## src/msrg_pkg.sv

```systemverilog
`timescale 1ns / 1ps
// shared types, constants and the microcode table of the mecanum step rate generator
// no dependencies; used by msrg_seq, msrg_datapath and the top level

package msrg_pkg;

  // defaults of the top level parameters
  localparam int FRACTION_BITS_DEF = 14;
  localparam int COUNTER_BITS_DEF  = 13;

  // fixed field widths
  localparam int CMD_W       = 9;
  localparam int TGT_W       = 11;
  localparam int CFG_W       = 12;
  localparam int CFG_IDX_W   = 2;
  localparam int PERIOD_W    = 12;
  localparam int NUM_WHEELS  = 4;
  localparam int WHEEL_IDX_W = 2;

  // register indexes of the configuration port
  localparam logic [CFG_IDX_W-1:0] CFG_TIME_FACTOR = 2'd0;
  localparam logic [CFG_IDX_W-1:0] CFG_MAX_SPEED   = 2'd1;
  localparam logic [CFG_IDX_W-1:0] CFG_UPPER_LIMIT = 2'd2;

  // filter weights in q0.16, signed 18 bit operands
  localparam int COEF_OLD   = 63898;
  localparam int COEF_NEW   = 1638;
  localparam int COEF_W     = 18;
  localparam int COEF_SHIFT = 16;
  localparam int ROUND_BIAS = 32768;

  // speed bands in whole units of the wheel value
  localparam int FULL_SPEED_LIMIT    = 100;
  localparam int STOP_LIMIT          = 13;
  // 100 fits in 7 bits, 100 * 255 fits in 15 bits
  localparam int FULL_SPEED_BITS     = 7;
  localparam int DIVIDEND_SCALE_BITS = 15;
  // middle band quotient stays below 100 * 255 / 13 < 2^11
  localparam int QUOT_BITS           = 11;

  // microcode operations
  typedef enum logic [3:0] {
    OP_NOP,
    OP_ACCEPT,
    OP_MUL,
    OP_FILT,
    OP_BAND,
    OP_PERIOD,
    OP_NEXT_WHEEL,
    OP_TICK,
    OP_EMIT
  } op_t;

  // jump conditions
  typedef enum logic [2:0] {
    COND_NONE,
    COND_ALWAYS,
    COND_NO_INPUT,
    COND_TICK,
    COND_EDGE_BAND,
    COND_DIV_BUSY,
    COND_MORE_WHEELS,
    COND_OUT_BUSY
  } cond_t;

  // program addresses
  localparam int PC_W = 4;
  localparam logic [PC_W-1:0] PC_IDLE       = 4'd0;
  localparam logic [PC_W-1:0] PC_DISPATCH   = 4'd1;
  localparam logic [PC_W-1:0] PC_MUL        = 4'd2;
  localparam logic [PC_W-1:0] PC_FILT       = 4'd3;
  localparam logic [PC_W-1:0] PC_BAND       = 4'd4;
  localparam logic [PC_W-1:0] PC_DIV_WAIT   = 4'd5;
  localparam logic [PC_W-1:0] PC_PERIOD     = 4'd6;
  localparam logic [PC_W-1:0] PC_NEXT_WHEEL = 4'd7;
  localparam logic [PC_W-1:0] PC_OUT_WAIT   = 4'd8;
  localparam logic [PC_W-1:0] PC_EMIT       = 4'd9;
  localparam logic [PC_W-1:0] PC_TICK       = 4'd10;

  typedef struct packed {
    op_t             op;
    cond_t           cond;
    logic [PC_W-1:0] target;
  } uword_t;

  // sequencer to datapath
  typedef struct packed {
    op_t  op;
    logic accept;
  } ctrl_t;

  // datapath to sequencer
  typedef struct packed {
    logic req_tick;
    logic band_edge;
    logic div_busy;
    logic last_wheel;
    logic out_busy;
  } stat_t;

  // control store: jump to target when cond holds, else fall through
  function automatic uword_t ucode_rom(input logic [PC_W-1:0] pc);
    uword_t w;
    unique case (pc)
      PC_IDLE:       w = '{OP_ACCEPT,     COND_NO_INPUT,    PC_IDLE};
      PC_DISPATCH:   w = '{OP_NOP,        COND_TICK,        PC_TICK};
      PC_MUL:        w = '{OP_MUL,        COND_NONE,        PC_IDLE};
      PC_FILT:       w = '{OP_FILT,       COND_NONE,        PC_IDLE};
      PC_BAND:       w = '{OP_BAND,       COND_EDGE_BAND,   PC_NEXT_WHEEL};
      PC_DIV_WAIT:   w = '{OP_NOP,        COND_DIV_BUSY,    PC_DIV_WAIT};
      PC_PERIOD:     w = '{OP_PERIOD,     COND_NONE,        PC_IDLE};
      PC_NEXT_WHEEL: w = '{OP_NEXT_WHEEL, COND_MORE_WHEELS, PC_MUL};
      PC_OUT_WAIT:   w = '{OP_NOP,        COND_OUT_BUSY,    PC_OUT_WAIT};
      PC_EMIT:       w = '{OP_EMIT,       COND_ALWAYS,      PC_IDLE};
      PC_TICK:       w = '{OP_TICK,       COND_ALWAYS,      PC_OUT_WAIT};
      default:       w = '{OP_NOP,        COND_ALWAYS,      PC_IDLE};
    endcase
    return w;
  endfunction

endpackage

```

## src/msrg_seq.sv

```systemverilog
`timescale 1ns / 1ps
// microcode sequencer: program counter, control store lookup and jump logic
// depends on msrg_pkg

module msrg_seq (
  input  logic            clk,
  input  logic            rst,
  input  logic            in_valid,
  output logic            in_ready,
  input  msrg_pkg::stat_t stat,
  output msrg_pkg::ctrl_t ctrl
);
  import msrg_pkg::*;

  logic [PC_W-1:0] pc;
  logic [PC_W-1:0] pc_next;
  uword_t          uword;
  logic            take_jump;

  // control word of the current step
  assign uword = ucode_rom(pc);

  // jump condition select
  always_comb begin
    unique case (uword.cond)
      COND_NONE:        take_jump = 1'b0;
      COND_ALWAYS:      take_jump = 1'b1;
      COND_NO_INPUT:    take_jump = !in_valid;
      COND_TICK:        take_jump = stat.req_tick;
      COND_EDGE_BAND:   take_jump = stat.band_edge;
      COND_DIV_BUSY:    take_jump = stat.div_busy;
      COND_MORE_WHEELS: take_jump = !stat.last_wheel;
      COND_OUT_BUSY:    take_jump = stat.out_busy;
      default:          take_jump = 1'b1;
    endcase
  end

  assign pc_next = take_jump ? uword.target : pc + PC_W'(1);

  // step counter
  always_ff @(posedge clk) begin
    if (rst) begin
      pc <= PC_IDLE;
    end else begin
      pc <= pc_next;
    end
  end

  // control out
  assign in_ready    = (uword.op == OP_ACCEPT);
  assign ctrl.op     = uword.op;
  assign ctrl.accept = (uword.op == OP_ACCEPT) && in_valid;

endmodule

```

## src/msrg_div.sv

```systemverilog
`timescale 1ns / 1ps
// restoring divider, one quotient bit per cycle, quotient known to fit in QUOT_W bits
// no package dependency

module msrg_div #(
  parameter int DIVIDEND_W = 29,
  parameter int DIVISOR_W  = 21,
  parameter int QUOT_W     = 11
) (
  input  logic                  clk,
  input  logic                  rst,
  input  logic                  start,
  input  logic [DIVIDEND_W-1:0] dividend,
  input  logic [DIVISOR_W-1:0]  divisor,
  output logic                  busy,
  output logic [QUOT_W-1:0]     quotient
);
  localparam int SHIFT_W = DIVISOR_W + QUOT_W - 1;
  localparam int REM_W   = (DIVIDEND_W > SHIFT_W) ? DIVIDEND_W : SHIFT_W;
  localparam int CNT_W   = (QUOT_W > 1) ? $clog2(QUOT_W) : 1;

  logic [REM_W-1:0] rem;
  logic [REM_W-1:0] sd;
  logic [CNT_W-1:0] cnt;
  logic             fits;

  assign fits = (rem >= sd);

  // bit counter and busy flag
  always_ff @(posedge clk) begin
    if (rst) begin
      busy <= 1'b0;
      cnt  <= '0;
    end else if (start) begin
      busy <= 1'b1;
      cnt  <= CNT_W'(QUOT_W - 1);
    end else if (busy) begin
      if (cnt == '0) begin
        busy <= 1'b0;
      end else begin
        cnt <= cnt - CNT_W'(1);
      end
    end
  end

  // remainder, shifted divisor and quotient
  always_ff @(posedge clk) begin
    if (start) begin
      rem      <= REM_W'(dividend);
      sd       <= REM_W'(divisor) << (QUOT_W - 1);
      quotient <= '0;
    end else if (busy) begin
      if (fits) begin
        rem <= rem - sd;
      end
      sd       <= sd >> 1;
      quotient <= {quotient[QUOT_W-2:0], fits};
    end
  end

endmodule

```

## src/msrg_datapath.sv

```systemverilog
`timescale 1ns / 1ps
// datapath: config registers, wheel filter, period curve, tick counters, result register
// depends on msrg_pkg and msrg_div

module msrg_datapath #(
  parameter int FRACTION_BITS = msrg_pkg::FRACTION_BITS_DEF,
  parameter int COUNTER_BITS  = msrg_pkg::COUNTER_BITS_DEF
) (
  input  logic                                 clk,
  input  logic                                 rst,
  input  msrg_pkg::ctrl_t                      ctrl,
  output msrg_pkg::stat_t                      stat,
  input  logic                                 cfg_we,
  input  logic [msrg_pkg::CFG_IDX_W-1:0]       cfg_addr,
  input  logic [msrg_pkg::CFG_W-1:0]           cfg_data,
  input  logic                                 req_type,
  input  logic signed [msrg_pkg::CMD_W-1:0]    rotation,
  input  logic signed [msrg_pkg::CMD_W-1:0]    forward,
  input  logic signed [msrg_pkg::CMD_W-1:0]    lateral,
  output logic                                 out_valid,
  input  logic                                 out_ready,
  output logic [msrg_pkg::NUM_WHEELS-1:0]      step_levels,
  output logic [msrg_pkg::NUM_WHEELS-1:0]      direction_levels,
  output logic [msrg_pkg::PERIOD_W-1:0]        period_front_left,
  output logic [msrg_pkg::PERIOD_W-1:0]        period_front_right,
  output logic [msrg_pkg::PERIOD_W-1:0]        period_rear_left,
  output logic [msrg_pkg::PERIOD_W-1:0]        period_rear_right
);
  import msrg_pkg::*;

  localparam int WHEEL_W    = 10 + FRACTION_BITS;
  localparam int PROD_W     = WHEEL_W + COEF_W;
  localparam int ACC_W      = PROD_W + 1;
  localparam int SHR_W      = ACC_W - COEF_SHIFT;
  localparam int DIVISOR_W  = FRACTION_BITS + FULL_SPEED_BITS;
  localparam int DIVIDEND_W = FRACTION_BITS + DIVIDEND_SCALE_BITS;
  localparam int PSUM_W     = PERIOD_W + 1;

  localparam logic signed [WHEEL_W-1:0] WHEEL_MAX = {1'b0, {(WHEEL_W-1){1'b1}}};
  localparam logic signed [WHEEL_W-1:0] WHEEL_MIN = {1'b1, {(WHEEL_W-1){1'b0}}};
  localparam logic [WHEEL_W-1:0] FULL_LIM = WHEEL_W'(FULL_SPEED_LIMIT) << FRACTION_BITS;
  localparam logic [WHEEL_W-1:0] STOP_LIM = WHEEL_W'(STOP_LIMIT) << FRACTION_BITS;
  localparam logic [COUNTER_BITS-1:0] CNT_MAX = {COUNTER_BITS{1'b1}};

  // configuration
  logic [7:0]          time_factor;
  logic [7:0]          max_speed;
  logic [PERIOD_W-1:0] upper_limit_delay;

  // captured transaction
  logic                    req_tick;
  logic signed [CMD_W-1:0] rot_q;
  logic signed [CMD_W-1:0] fwd_q;
  logic signed [CMD_W-1:0] lat_q;

  // wheel state
  logic [WHEEL_IDX_W-1:0]    wheel_idx;
  logic signed [WHEEL_W-1:0] smoothed_wheel [NUM_WHEELS];
  logic [COUNTER_BITS-1:0]   tick_counter   [NUM_WHEELS];
  logic [NUM_WHEELS-1:0]     step_level;
  logic [PERIOD_W-1:0]       half_period    [NUM_WHEELS];

  // working signals
  logic signed [PROD_W-1:0]       prod;
  logic signed [PROD_W-1:0]       prod_next;
  logic signed [WHEEL_W-1:0]      wheel_cur;
  logic signed [TGT_W-1:0]        r_ext;
  logic signed [TGT_W-1:0]        f_ext;
  logic signed [TGT_W-1:0]        l_ext;
  logic signed [TGT_W-1:0]        tgt_cur;
  logic signed [TGT_W+COEF_W-1:0] tmul;
  logic signed [ACC_W-1:0]        acc;
  logic signed [SHR_W-1:0]        shr;
  logic signed [WHEEL_W-1:0]      filt_next;
  logic [WHEEL_W-1:0]             mag;
  logic                           band_fast;
  logic                           band_stop;
  logic [DIVIDEND_SCALE_BITS-1:0] tf_scaled;
  logic [DIVIDEND_W-1:0]          dividend;
  logic                           div_start;
  logic                           div_busy;
  logic [QUOT_BITS-1:0]           quotient;
  logic [PSUM_W-1:0]              p_sum;
  logic [PERIOD_W-1:0]            p_clamped;
  logic [COUNTER_BITS-1:0]        cnt_inc        [NUM_WHEELS];
  logic [NUM_WHEELS-1:0]          wrap;
  logic [NUM_WHEELS-1:0]          dir_now;

  // wheel mix for the selected wheel
  assign wheel_cur = smoothed_wheel[wheel_idx];
  assign r_ext     = TGT_W'(rot_q);
  assign f_ext     = TGT_W'(fwd_q);
  assign l_ext     = TGT_W'(lat_q);

  always_comb begin
    unique case (wheel_idx)
      2'd0:    tgt_cur = r_ext + f_ext + l_ext;
      2'd1:    tgt_cur = f_ext - r_ext - l_ext;
      2'd2:    tgt_cur = r_ext + f_ext - l_ext;
      default: tgt_cur = f_ext - r_ext + l_ext;
    endcase
  end

  // filter: old weight product first, then target term, rounding and saturation
  assign prod_next = wheel_cur * $signed(COEF_W'(COEF_OLD));
  assign tmul      = tgt_cur * $signed(COEF_W'(COEF_NEW));
  assign acc       = ACC_W'(prod) + (ACC_W'(tmul) <<< FRACTION_BITS) + ACC_W'(ROUND_BIAS);
  assign shr       = SHR_W'(acc >>> COEF_SHIFT);

  always_comb begin
    if (shr > SHR_W'(WHEEL_MAX)) begin
      filt_next = WHEEL_MAX;
    end else if (shr < SHR_W'(WHEEL_MIN)) begin
      filt_next = WHEEL_MIN;
    end else begin
      filt_next = WHEEL_W'(shr);
    end
  end

  // speed band of the selected wheel
  assign mag       = wheel_cur[WHEEL_W-1] ? WHEEL_W'(~wheel_cur + 1'b1) : WHEEL_W'(wheel_cur);
  assign band_fast = (mag > FULL_LIM);
  assign band_stop = (mag <= STOP_LIM);

  // period curve divider
  assign tf_scaled = DIVIDEND_SCALE_BITS'(time_factor)
                   * DIVIDEND_SCALE_BITS'(FULL_SPEED_LIMIT);
  assign dividend  = {tf_scaled, {FRACTION_BITS{1'b0}}};
  assign div_start = (ctrl.op == OP_BAND) && !band_fast && !band_stop;

  msrg_div #(
    .DIVIDEND_W(DIVIDEND_W),
    .DIVISOR_W (DIVISOR_W),
    .QUOT_W    (QUOT_BITS)
  ) u_div (
    .clk     (clk),
    .rst     (rst),
    .start   (div_start),
    .dividend(dividend),
    .divisor (mag[DIVISOR_W-1:0]),
    .busy    (div_busy),
    .quotient(quotient)
  );

  // middle band period with upper limit
  assign p_sum     = PSUM_W'(quotient) + PSUM_W'(max_speed) - PSUM_W'(time_factor);
  assign p_clamped = (p_sum > PSUM_W'(upper_limit_delay)) ? upper_limit_delay
                                                           : p_sum[PERIOD_W-1:0];

  // tick lanes
  always_comb begin
    for (int i = 0; i < NUM_WHEELS; i++) begin
      cnt_inc[i] = (tick_counter[i] < CNT_MAX) ? tick_counter[i] + COUNTER_BITS'(1)
                                               : tick_counter[i];
      wrap[i]    = (half_period[i] != '0) && (cnt_inc[i] > COUNTER_BITS'(half_period[i]));
    end
  end

  // direction pins: left wheels high when negative, right wheels when nonnegative
  always_comb begin
    for (int i = 0; i < NUM_WHEELS; i++) begin
      dir_now[i] = ((i % 2) == 0) ? smoothed_wheel[i][WHEEL_W-1]
                                  : !smoothed_wheel[i][WHEEL_W-1];
    end
  end

  // status to sequencer
  assign stat.req_tick   = req_tick;
  assign stat.band_edge  = band_fast || band_stop;
  assign stat.div_busy   = div_busy;
  assign stat.last_wheel = (wheel_idx == WHEEL_IDX_W'(NUM_WHEELS - 1));
  assign stat.out_busy   = out_valid && !out_ready;

  // configuration and wheel state
  always_ff @(posedge clk) begin
    if (rst) begin
      time_factor       <= 8'd50;
      max_speed         <= 8'd8;
      upper_limit_delay <= 12'd300;
      req_tick          <= 1'b0;
      wheel_idx         <= '0;
      step_level        <= '0;
      out_valid         <= 1'b0;
      for (int i = 0; i < NUM_WHEELS; i++) begin
        smoothed_wheel[i] <= '0;
        tick_counter[i]   <= '0;
        half_period[i]    <= '0;
      end
    end else begin
      if (cfg_we) begin
        unique case (cfg_addr)
          CFG_TIME_FACTOR: time_factor       <= cfg_data[7:0];
          CFG_MAX_SPEED:   max_speed         <= cfg_data[7:0];
          CFG_UPPER_LIMIT: upper_limit_delay <= cfg_data[PERIOD_W-1:0];
          default:         ;
        endcase
      end
      if (ctrl.accept) begin
        req_tick  <= req_type;
        wheel_idx <= '0;
      end
      unique case (ctrl.op)
        OP_FILT: smoothed_wheel[wheel_idx] <= filt_next;
        OP_BAND: begin
          if (band_fast) begin
            half_period[wheel_idx] <= PERIOD_W'(max_speed);
          end else if (band_stop) begin
            half_period[wheel_idx] <= '0;
          end
        end
        OP_PERIOD:     half_period[wheel_idx] <= p_clamped;
        OP_NEXT_WHEEL: wheel_idx <= wheel_idx + WHEEL_IDX_W'(1);
        OP_TICK: begin
          for (int i = 0; i < NUM_WHEELS; i++) begin
            tick_counter[i] <= wrap[i] ? '0 : cnt_inc[i];
            step_level[i]   <= step_level[i] ^ wrap[i];
          end
        end
        default: ;
      endcase
      if (ctrl.op == OP_EMIT) begin
        out_valid <= 1'b1;
      end else if (out_valid && out_ready) begin
        out_valid <= 1'b0;
      end
    end
  end

  // payload: captured commands, product and result register
  always_ff @(posedge clk) begin
    if (ctrl.accept) begin
      rot_q <= rotation;
      fwd_q <= forward;
      lat_q <= lateral;
    end
    if (ctrl.op == OP_MUL) begin
      prod <= prod_next;
    end
    if (ctrl.op == OP_EMIT) begin
      step_levels        <= step_level;
      direction_levels   <= dir_now;
      period_front_left  <= half_period[0];
      period_front_right <= half_period[1];
      period_rear_left   <= half_period[2];
      period_rear_right  <= half_period[3];
    end
  end

endmodule

```

## src/mecanum_step_rate_generator.sv

```systemverilog
`timescale 1ns / 1ps
// Mecanum wheel mixer with step pulse generation.
// Input channel (in_valid/in_ready): req_type 0 carries a setpoint transaction
// (rotation, forward, lateral) that updates the four smoothed wheel values and
// their step half-periods; req_type 1 is one timer tick that advances the four
// tick counters and toggles step pins whose counter passed its half-period.
// Output channel (out_valid/out_ready): one result transaction per input
// transaction, holding step pins, direction pins and the four half-periods.
// Configuration: cfg_we/cfg_addr/cfg_data, written only while idle; the user
// must keep to this, as the block itself does not enforce it.
// Sequencing: a microcoded sequencer runs each transaction. A tick advances
// the tick lanes. A setpoint runs multiply, filter and band steps per wheel;
// in the middle band it waits for the restoring divider and writes the period.
// The next transaction is accepted once the result is in the output register.
// If the receiver stalls, the result holds and the following transaction is
// worked; the sequencer waits before its emit step until the register is free.
// Reset: synchronous; clears wheel state, counters, step state, half-periods
// and loads the register defaults (time factor 50, max speed 8, limit 300).
// depends on msrg_pkg, msrg_seq, msrg_datapath

module mecanum_step_rate_generator #(
  parameter int FRACTION_BITS = msrg_pkg::FRACTION_BITS_DEF,
  parameter int COUNTER_BITS  = msrg_pkg::COUNTER_BITS_DEF
) (
  input  logic                              clk,
  input  logic                              rst,
  input  logic                              cfg_we,
  input  logic [msrg_pkg::CFG_IDX_W-1:0]    cfg_addr,
  input  logic [msrg_pkg::CFG_W-1:0]        cfg_data,
  input  logic                              in_valid,
  output logic                              in_ready,
  input  logic                              req_type,
  input  logic signed [msrg_pkg::CMD_W-1:0] rotation,
  input  logic signed [msrg_pkg::CMD_W-1:0] forward,
  input  logic signed [msrg_pkg::CMD_W-1:0] lateral,
  output logic                              out_valid,
  input  logic                              out_ready,
  output logic [msrg_pkg::NUM_WHEELS-1:0]   step_levels,
  output logic [msrg_pkg::NUM_WHEELS-1:0]   direction_levels,
  output logic [msrg_pkg::PERIOD_W-1:0]     period_front_left,
  output logic [msrg_pkg::PERIOD_W-1:0]     period_front_right,
  output logic [msrg_pkg::PERIOD_W-1:0]     period_rear_left,
  output logic [msrg_pkg::PERIOD_W-1:0]     period_rear_right
);
  import msrg_pkg::*;

  ctrl_t ctrl;
  stat_t stat;

  // sequencer
  msrg_seq u_seq (
    .clk     (clk),
    .rst     (rst),
    .in_valid(in_valid),
    .in_ready(in_ready),
    .stat    (stat),
    .ctrl    (ctrl)
  );

  // datapath
  msrg_datapath #(
    .FRACTION_BITS(FRACTION_BITS),
    .COUNTER_BITS (COUNTER_BITS)
  ) u_dp (
    .clk               (clk),
    .rst               (rst),
    .ctrl              (ctrl),
    .stat              (stat),
    .cfg_we            (cfg_we),
    .cfg_addr          (cfg_addr),
    .cfg_data          (cfg_data),
    .req_type          (req_type),
    .rotation          (rotation),
    .forward           (forward),
    .lateral           (lateral),
    .out_valid         (out_valid),
    .out_ready         (out_ready),
    .step_levels       (step_levels),
    .direction_levels  (direction_levels),
    .period_front_left (period_front_left),
    .period_front_right(period_front_right),
    .period_rear_left  (period_rear_left),
    .period_rear_right (period_rear_right)
  );

`ifndef SYNTHESIS
  // one transaction at a time: no acceptance right after an acceptance
  a_one_in_flight: assert property (@(posedge clk) disable iff (rst)
    in_valid && in_ready |=> !in_ready)
    else $error("input accepted twice in a row");

  // result register must be free when a result is written
  a_emit_free: assert property (@(posedge clk) disable iff (rst)
    ctrl.op == OP_EMIT |-> !out_valid)
    else $error("result written over a pending result");

  // result valid only rises after an emit step
  a_rise_from_emit: assert property (@(posedge clk) disable iff (rst)
    $rose(out_valid) |-> $past(ctrl.op == OP_EMIT))
    else $error("result valid without emit step");

  // while dividing the sequencer waits and takes no input
  a_div_wait: assert property (@(posedge clk) disable iff (rst)
    stat.div_busy |-> ctrl.op == OP_NOP && !in_ready)
    else $error("sequencer moved on during division");
`endif

endmodule
```

## config.mk

```make
export PLATFORM = sky130hd
export DESIGN_NAME = mecanum_step_rate_generator
export DESIGN_NICKNAME = d
export VERILOG_FILES = /design/src/msrg_pkg.sv /design/src/msrg_seq.sv /design/src/msrg_div.sv /design/src/msrg_datapath.sv /design/src/mecanum_step_rate_generator.sv
export SDC_FILE = /design/constraint.sdc
export NUM_CORES = 2
export LEC_CHECK = 0
export ABC_AREA = 1
export ABC_CLOCK_PERIOD_IN_PS = 11700
export BUFFER_PORTS_ARGS = -buffer_cell sky130_fd_sc_hd__buf_4
export CAP_MARGIN = 20
export CORE_MARGIN = 2
export CORE_UTILIZATION = 60
export DETAILED_ROUTE_END_ITERATION = 10
export PLACE_DENSITY = 0.77
export SKIP_CTS_REPAIR_TIMING = 1
export SLEW_MARGIN = 10
export SYNTH_ARGS = -nofsm -noshare
export SYNTH_HDL_FRONTEND = slang
export SYNTH_SLANG_ARGS = --single-unit
```

## constraint.sdc

```tcl
create_clock -name clk -period 11.7 [get_ports clk]
set_input_delay 0.585 -clock clk [delete_from_list [all_inputs] [get_ports clk]]
set_output_delay 0.585 -clock clk [all_outputs]
set_load 0.03 [all_outputs]
```

==> metrics <==
Row Count 92; EDFF count, synth 339; clk slew on worst S/H paths 0.06 ns; Most Crowded Layer GR met2; yosys warns 0; post-synthesis instance total 4513; area of the mapped netlist 38300 um2; clock tree buffer depth 3; Final Slew Violations 0; DR pass1 iterations 6; Finished Cell Area 41490 um2; ys flop type edfxtp_1; share of cells above drive strength 1 6.882%; critical path buffer and inverter count 7; RSZ-0062 raised after global routing no; CP Launch Type flip-flop; post-synthesis sequential area ratio 31.59%; Max transition margin 35.15%; Core Region 63080 um2; DR vias/cell 5.512; via count 30300; Initial Util 60.72%; area growth from synthesis to layout 8.310%; placed inst area 39900 um2; synth unique cells 69; Critical Path AT 10.93 ns; Hold/Removal Path Class in -> reg; root buffer cell clkbuf_16; routability cong. 0.9858; H-tree Lvls 2; DRC 0; overall die height 256.7 um; Worst EP required 11.98 ns; ANT nets after route 0; first-pass GRT wire length 151500 um; # IOs 105; drt initial violations 2599; vias in the first global route 29800; pin count of the biggest net entering global routing 65; Fmax achieved 0.09390 GHz; Fin Clk Skew 0.05225 ns; Synth area leader edfxtp_1; period utilization 91.03%; max cap viols 0; final worst path period need 10.65 ns; Worst-Margin Slew 0.9714 ns; die width 256.7 um; Filler Cell Count 5220; port bufs 104; CP max stage cell nand2_2; maximum fanout along the worst path 39; met1 Track Usage GR 39.41%; CTS tree yes; post-synthesis async set-or-reset flop share 0%; Finish-stage setup viols 0; cts bufs inserted 48; Mean Syn Cell Area 8.487 um2; met3 GRT Util 4.162%; CP max stage delay 0.58 ns; element type at the critical path end flip-flop; most frequent cells in the layout nand2_1 (831), inv_1 (795), ha_1 (431), nor2_1 (365), edfxtp_1 (339); antenna violations before repair 1; Nets 5323; remaining global-route overflow 0; status completed; Area contributors post-synth edfxtp_1 (27%), ha_1 (14%), fa_1 (12%); Synthesized Nets 5225; met2 Resource Use GR 46.69%; Synth Register Bits 435; worst skew pair latency 0.62 ns; most common cell after layout, fill and taps aside nand2_1; Crit Path Category reg -> reg; drt wl/cell 16.96 um; die area 65870 um2; Global Route Usage Sum 28.47%; post-synth top area share 26.58%; post-detail-place hpwl 72910 um; Sink Count 435; final number of hold-violating endpoints 0; setup tns final 0 ns; Routed WL 93240 um; most used cell, CP nand2_1; CP delay by family, top simple AND/OR/NAND/NOR gates
## per-stage QoR
| stage | hold WS, ns | std cells | setup WS, ns | util [%] |
|---|---|---|---|---|
| 2_1_floorplan | 0.4248 | 4513 | 3.025 | - |
| 3_3_place_gp | 0.4352 | 5406 | 1.522 | 63.25 |
| 3_5_place_dp | 0.4394 | 5406 | 1.209 | 63.25 |
| 4_1_cts | 0.1376 | 5495 | 1.085 | 65.72 |
| 5_1_grt | 0.1433 | 5497 | 0.02930 | 65.77 |
| 6_report | 0.1568 | 5497 | 1.050 | 65.77 |
## synthesized netlist by cell type, types with 4 or more instances
cell / n
a211oi_1: 25
a21boi_0: 9
a21o_1: 16
a21oi_1: 332
a21oi_2: 11
a31oi_1: 16
and2_1: 4
and3_1: 5
buf_1: 4
buf_2: 20
buf_4: 7
buf_6: 11
clkbuf_1: 35
dfxtp_1: 96
edfxtp_1: 339
fa_1: 234
ha_1: 431
inv_1: 795
inv_2: 16
nand2_1: 832
nand2_2: 29
nand2_4: 6
nand3_1: 194
nand3_2: 6
nand3b_1: 13
nand4_1: 51
nor2_1: 365
nor2_2: 6
nor3_1: 73
nor3_2: 6
nor4_1: 26
o211ai_1: 16
o21a_1: 7
o21ai_0: 184
o21ai_1: 22
o21bai_1: 14
o22ai_1: 7
o31ai_1: 11
or2_2: 17
xnor2_1: 56
xor2_1: 121
## cells by family after synthesis
| group | share of synthesized area [%] |
|---|---|
| AO/OA/AOI/OAI | 10.25 |
| AND/OR/NAND/NOR | 18.47 |
| buffers and inverters | 9.127 |
| adder cells (fa/ha/maj) | 26.31 |
| XOR/XNOR | 4.132 |
| flip-flops | 31.59 |
| multiplexers | 0.1143 |
## area by class of cell
class / count / area [um2] / area share [%]
Multi-Input combinational cell: 3186 / 22740 / 54.81
Sequential cell: 435 / 12100 / 29.17
Inverter: 814 / 3058 / 7.371
Clock buffer: 59 / 1252 / 3.019
Tap cell: 846 / 1059 / 2.552
Timing Repair Buffer: 126 / 965.9 / 2.328
Clock inverter: 30 / 307.8 / 0.7419
Antenna cell: 1 / 2.502 / 0.006032
## per-layer routing
layer / share of wire (%) / wire (um)
met1: 44 / 41060
met2: 46 / 43220
met3: 7.0 / 6532
met4: 2.6 / 2430
met5: 0 / 0
## registers in the layout, summed over array words and instances (netlist names), 10 cells and up, named ones only
register and count:
u_dp.period_front_left 12, u_dp.period_rear_left 12, u_dp.tick_counter 52, u_dp.u_div.sd 31, u_dp.prod 26, u_dp.u_div.quotient 11, u_dp.period_rear_right 12, u_dp.period_front_right 12
u_seq.uword 10, u_dp.u_div.rem 31, u_dp.smoothed_wheel 96, u_dp.upper_limit_delay 12, u_dp.half_period 48
## worst reg2reg max path: cells and delay by family (launching register included)
family / cells / cell delay [ns]
AND/OR/NAND/NOR: 22 / 3.07
XOR/XNOR: 3 / 0.64
buffers and inverters: 7 / 1.22
adder cells (fa/ha/maj): 8 / 2.96
flip-flops: 1 / 0.40
AO/OA/AOI/OAI: 11 / 2.01
## final timing paths
check / from / to / slack, ns / cells after the start
hold reg to reg: u_dp.smoothed_wheel[2][23]$_SDFFCE_PN0P_ / u_dp.direction_levels[2]$_DFFE_PP_ / 0.45 / 0
setup / recovery: u_dp.wheel_idx[0]$_SDFFE_PP0N_ / u_dp.smoothed_wheel[1][12]$_SDFFCE_PN0P_ / 1.05 / 51
setup reg to reg: u_dp.wheel_idx[0]$_SDFFE_PP0N_ / u_dp.smoothed_wheel[1][12]$_SDFFCE_PN0P_ / 1.05 / 51
hold / removal: lateral[4] / u_dp.lat_q[4]$_DFFE_PP_ / 0.16 / 1
Power is left out: the tool's default activity adds up to more than one toggle a clock period on the data nets, which glitch-free logic cannot reach.
